===== src/hdl/rlh_pkg.sv =====
// Package for the run-length histogram: shared constants, register indexes
// and the command and status types between controller and datapath.
// No dependencies.
`default_nettype none

package rlh_pkg;

    localparam int RLH_NUM_BINS    = 128;
    localparam int RLH_COUNT_WIDTH = 32;

    localparam int RLH_SAMPLE_W = 32;
    localparam int RLH_INDEX_W  = 7;
    localparam int RLH_COUNT_W  = 32;
    localparam int RLH_RUN_W    = 7;
    localparam int RLH_S_DATA_W = 40;
    localparam int RLH_M_DATA_W = 40;
    localparam int RLH_ADDR_W   = 3;

    localparam logic RLH_REG_THRESHOLD_ENABLE = 1'b0;
    localparam logic RLH_REG_THRESHOLD        = 1'b1;

    localparam logic RLH_REQ_SAMPLE = 1'b0;
    localparam logic RLH_REQ_READ   = 1'b1;

    typedef struct packed {
        logic clear;
        logic accept;
        logic commit;
    } rlh_cmd_t;

    typedef struct packed {
        logic clear_last;
    } rlh_sts_t;

endpackage

`default_nettype wire


===== src/hdl/rlh_ctrl.sv =====
// Controller of the run-length histogram: clearing pass, request sequencing
// and the result valid flag. Depends on rlh_pkg.
`default_nettype none

module rlh_ctrl (
    input  wire logic              aclk,
    input  wire logic              aresetn,
    input  wire logic              s_tvalid,
    output logic                   s_tready,
    output logic                   m_tvalid,
    input  wire logic              m_tready,
    output rlh_pkg::rlh_cmd_t      cmd,
    input  wire rlh_pkg::rlh_sts_t sts
);
    import rlh_pkg::*;

    localparam logic [1:0] ST_CLEAR = 2'd0;
    localparam logic [1:0] ST_IDLE  = 2'd1;
    localparam logic [1:0] ST_EXEC  = 2'd2;

    logic [1:0] state_reg, state_next;
    logic       m_tvalid_reg, m_tvalid_next;

    always_comb begin
        s_tready   = state_reg == ST_IDLE;
        cmd.clear  = state_reg == ST_CLEAR;
        cmd.accept = s_tvalid && s_tready;
        cmd.commit = (state_reg == ST_EXEC) && (!m_tvalid_reg || m_tready);

        state_next = state_reg;
        case (state_reg)
            ST_CLEAR: begin
                if (sts.clear_last) begin
                    state_next = ST_IDLE;
                end
            end
            ST_IDLE: begin
                if (cmd.accept) begin
                    state_next = ST_EXEC;
                end
            end
            ST_EXEC: begin
                if (cmd.commit) begin
                    state_next = ST_IDLE;
                end
            end
            default: begin
                state_next = ST_CLEAR;
            end
        endcase

        if (cmd.commit) begin
            m_tvalid_next = 1'b1;
        end else if (m_tready) begin
            m_tvalid_next = 1'b0;
        end else begin
            m_tvalid_next = m_tvalid_reg;
        end
    end

    always_ff @(posedge aclk) begin
        if (!aresetn) begin
            state_reg    <= ST_CLEAR;
            m_tvalid_reg <= 1'b0;
        end else begin
            state_reg    <= state_next;
            m_tvalid_reg <= m_tvalid_next;
        end
    end

    assign m_tvalid = m_tvalid_reg;

`ifndef NO_ASSERTIONS
    a_accept_to_exec: assert property (@(posedge aclk) disable iff (!aresetn)
        (s_tvalid && s_tready) |=> (state_reg == ST_EXEC))
        else $error("Accepted request did not move to execution.");
    a_commit_valid: assert property (@(posedge aclk) disable iff (!aresetn)
        cmd.commit |=> m_tvalid)
        else $error("Committed result is not presented.");
    a_no_accept_clear: assert property (@(posedge aclk) disable iff (!aresetn)
        (state_reg == ST_CLEAR) |-> !s_tready && !cmd.commit)
        else $error("Request handled during the clearing pass.");
    a_commit_free: assert property (@(posedge aclk) disable iff (!aresetn)
        cmd.commit |-> (!m_tvalid || m_tready))
        else $error("Result overwritten before it was taken.");
`endif

endmodule

`default_nettype wire

===== config.mk =====
export PLATFORM = sky130hd
export DESIGN_NAME = rlh_ctrl
export DESIGN_NICKNAME = d
export VERILOG_FILES = /design/src/hdl/rlh_pkg.sv /design/src/hdl/rlh_ctrl.sv
export SDC_FILE = /design/constraint.sdc
export NUM_CORES = 1
export LEC_CHECK = 0
export ABC_AREA = 1
export BUFFER_PORTS_ARGS = -buffer_cell sky130_fd_sc_hd__buf_2
export CAP_MARGIN = 10
export CORE_AREA = 5 5 42 44
export DETAILED_ROUTE_END_ITERATION = 6
export DIE_AREA = 0 0 47 49
export PLACE_DENSITY = 0.3
export SLEW_MARGIN = 0
export SYNTH_ARGS = -nofsm -noshare
export SYNTH_HDL_FRONTEND = slang
export SYNTH_SLANG_ARGS = --single-unit

===== constraint.sdc =====
create_clock -name aclk -period 2.1 [get_ports aclk]
set_clock_uncertainty 0.1 [all_clocks]
set_input_delay 0.42 -clock aclk [delete_from_list [all_inputs] [get_ports aclk]]
set_output_delay 0.42 -clock aclk [all_outputs]
set_load 0.01 [all_outputs]

==> results.toml <==
[die]
die_y_um = 49
io_pins = 10
dieArea_um2 = 2303
die_w_um = 47
core-area_um2 = 1401
initial_core_util = 0.1214
rows = 14

[sta]
fin_setup_tns_ps = 0
holdWs_ps = 322.6
setup_ws_ps = 594.8
finalCritPeriodShare = 0.7167
tightestPinTransition_ps = 206.2
max_freq_mhz = 664.4
fin_crit_ps = 1505
drv_slew = 0
grt_setup_unrepaired = "false"
hold_violations = 0
relSlewSlack = 0.8623
setup_viol = 0

[cells_and_area]
fin_nets = 42
largest_reg_flops = 2
drive_above_1_share = 0.5000
synthToLayoutAreaGrowth_pct = 49.27
antenna_cells = 0
layout_common_cells = "9 x buf_2, 5 x inv_1, 4 x nand2_1, 3 x clkbuf_4, 3 x dfxtp_1"
layout_commonest_cell = "buf_2"
fin_util = 0.1813

[worst_setup_path]
startpoint = "state_reg[0]$_SDFFE_PN0P_"
crit_path_start_kind = "register"
crit_chain = "nand3_1, inv_1, buf_2"
r2r-start = "state_reg[1]$_SDFFE_PN0P_"
cp-endpoint = "cmd[1]"
critPathMaxFanout = 6
critical_path_arrival_ps = 990
required_ps = 1580
crit_path_max_incr_delay_ps = 420
end_kind = "primary output"
r2r-end = "state_reg[0]$_SDFFE_PN0P_"
crit_slowest_cell = "dfxtp_1"
reg2reg_setup_slack_ps = 1180
cp_top_family = "flip-flops"
ff2ff_path_depth = 5
path_class = "reg -> out"
critPathBufInv = 2
cp_num_cells = 3

[detailed_routing]
viasPerCell = 3.385
ant_nets = 0
drt_iter0_drc = 2
vias = 176
drc_errors = 0
wire_per_inst_um = 7.442
drt_first_pass_iters = 2
drt_wl_total_um = 387

[power_and_ir_drop]
irDropWorstVdd_uv = 217.1
cellPowerDensity_nw_per_um2 = 757.7
power_mw = 0.1925
p_leak_nw = 0.1380

[yosys]
syn-instance-count = 24
synth_area_leader_cell = "dfxtp_1"
synth-warning-count = 0
synth.distinct_cells = 14
synth_area_leaders = "dfxtp_1 35%, inv_1 11%, nand2_1 8.8%, nor2_2 7.4%, nor2_4 6.6%"
synth_top_cell_area_share = 0.3529
ys_seq_elements = 3
syn-num-nets = 29
avgSynthCellArea_um2 = 7.090
seq_area_frac_synth = 0.3529
synth_area_um2 = 170.2

[place]
place_congestion = 0.7310
dp_hpwl_um = 316.6
portBuffers = 9
pre_cts_ws_ps = 725.1

[clock_network]
cts-resized-gates = 0
postCtsSetupBuffers = 0
path_clk_slew_ps = 40
cts_made_buffers = 3
cts_htree_levels = 1
clk_path_buf_depth = 2
root_buffer = "clkbuf_4"
cts_tree = "yes"
cts-hold-fix-buffers = 0
numClockSinks = 3
insertion_delay_ps = 230

[grt]
antenna_found_initial = 0
grt_pass1_vias = 177
groute.usage.overall = 0.04785
grt_pass1_wl_um = 703
grt_overflow_total = 0
grt_max_degree = 7

[worst_hold_path]
hp-class = "in -> reg"

[run_status]
status = "complete, no violations"

[job]
maxCapViolations = 0
==> synth_stat cells <==
| master | n |
|---|---|
| nand2_1 | 4 |
| nand2_2 | 1 |
| buf_4 | 1 |
| inv_2 | 1 |
| nor3_1 | 1 |
| nor2_4 | 1 |
| nand3_1 | 1 |
| dfxtp_1 | 3 |
| nor2_1 | 1 |
| o21ai_0 | 1 |
| o21a_1 | 1 |
| inv_1 | 5 |
| nor2_2 | 2 |
| a21oi_2 | 1 |
==> routing by layer <==
| layer | global-route usage | vias up | part of all wire |
|---|---|---|---|
| met5 | 0 | - | 0 |
| met4 | 0.04147 | 0 | 0.016 |
| met3 | 0.05535 | 2 | 0.12 |
| met2 | 0.04751 | 10 | 0.35 |
| met1 | 0.05044 | 69 | 0.50 |
| li1 | - | 95 | - |
==> worst min-delay path by stage <==
stage / cells past startpoint / end / start / slack (ps)
final: 2 / m_tvalid$_SDFFE_PN0P_ / aresetn / 320
after floorplan: 1 / m_tvalid$_SDFFE_PN0P_ / aresetn / 440
after global placement: 4 / state_reg[1]$_SDFFE_PN0P_ / m_tvalid$_SDFFE_PN0P_ / 480
after global routing: 2 / m_tvalid$_SDFFE_PN0P_ / aresetn / 340
after detailed placement: 3 / state_reg[0]$_SDFFE_PN0P_ / state_reg[1]$_SDFFE_PN0P_ / 490
after CTS: 2 / m_tvalid$_SDFFE_PN0P_ / aresetn / 310
==> through the flow <==
| stage | std cells | cell area, um2 |
|---|---|---|
| floorplan | 24 | 170.2 |
| CTS | 52 | 254.0 |
| detailed placement | 48 | 227.7 |
| finish | 52 | 254.0 |
| global placement | 48 | 227.7 |
| global route | 52 | 254.0 |
==> area by class of cell <==
class,instances,area [um2]
fillers,173,1147
flip-flops and latches,3,60.06
inverters,6,22.52
repair buffers,9,45.04
clock buffers,4,26.28
multi-input cells,14,80.08
well taps,16,20.02
==> logic make-up (layout without fill, tap and decap cells) <==
kind of cell | after synthesis | in the layout | share of synthesized area
AO/OA/AOI/OAI | 3 | 3 | 0.1250
flip-flops | 3 | 3 | 0.3530
buffers and inverters | 7 | 19 | 0.1765
AND/OR/NAND/NOR | 11 | 11 | 0.3455
==> power by group <==
part           switching [mW]  leakage [nW]  internal [mW]
clock                  0.0298        0.0150         0.0712
sequential            0.00375        0.0246         0.0604
combinational          0.0152        0.0984         0.0122
(Power assumes the default switching activity.)
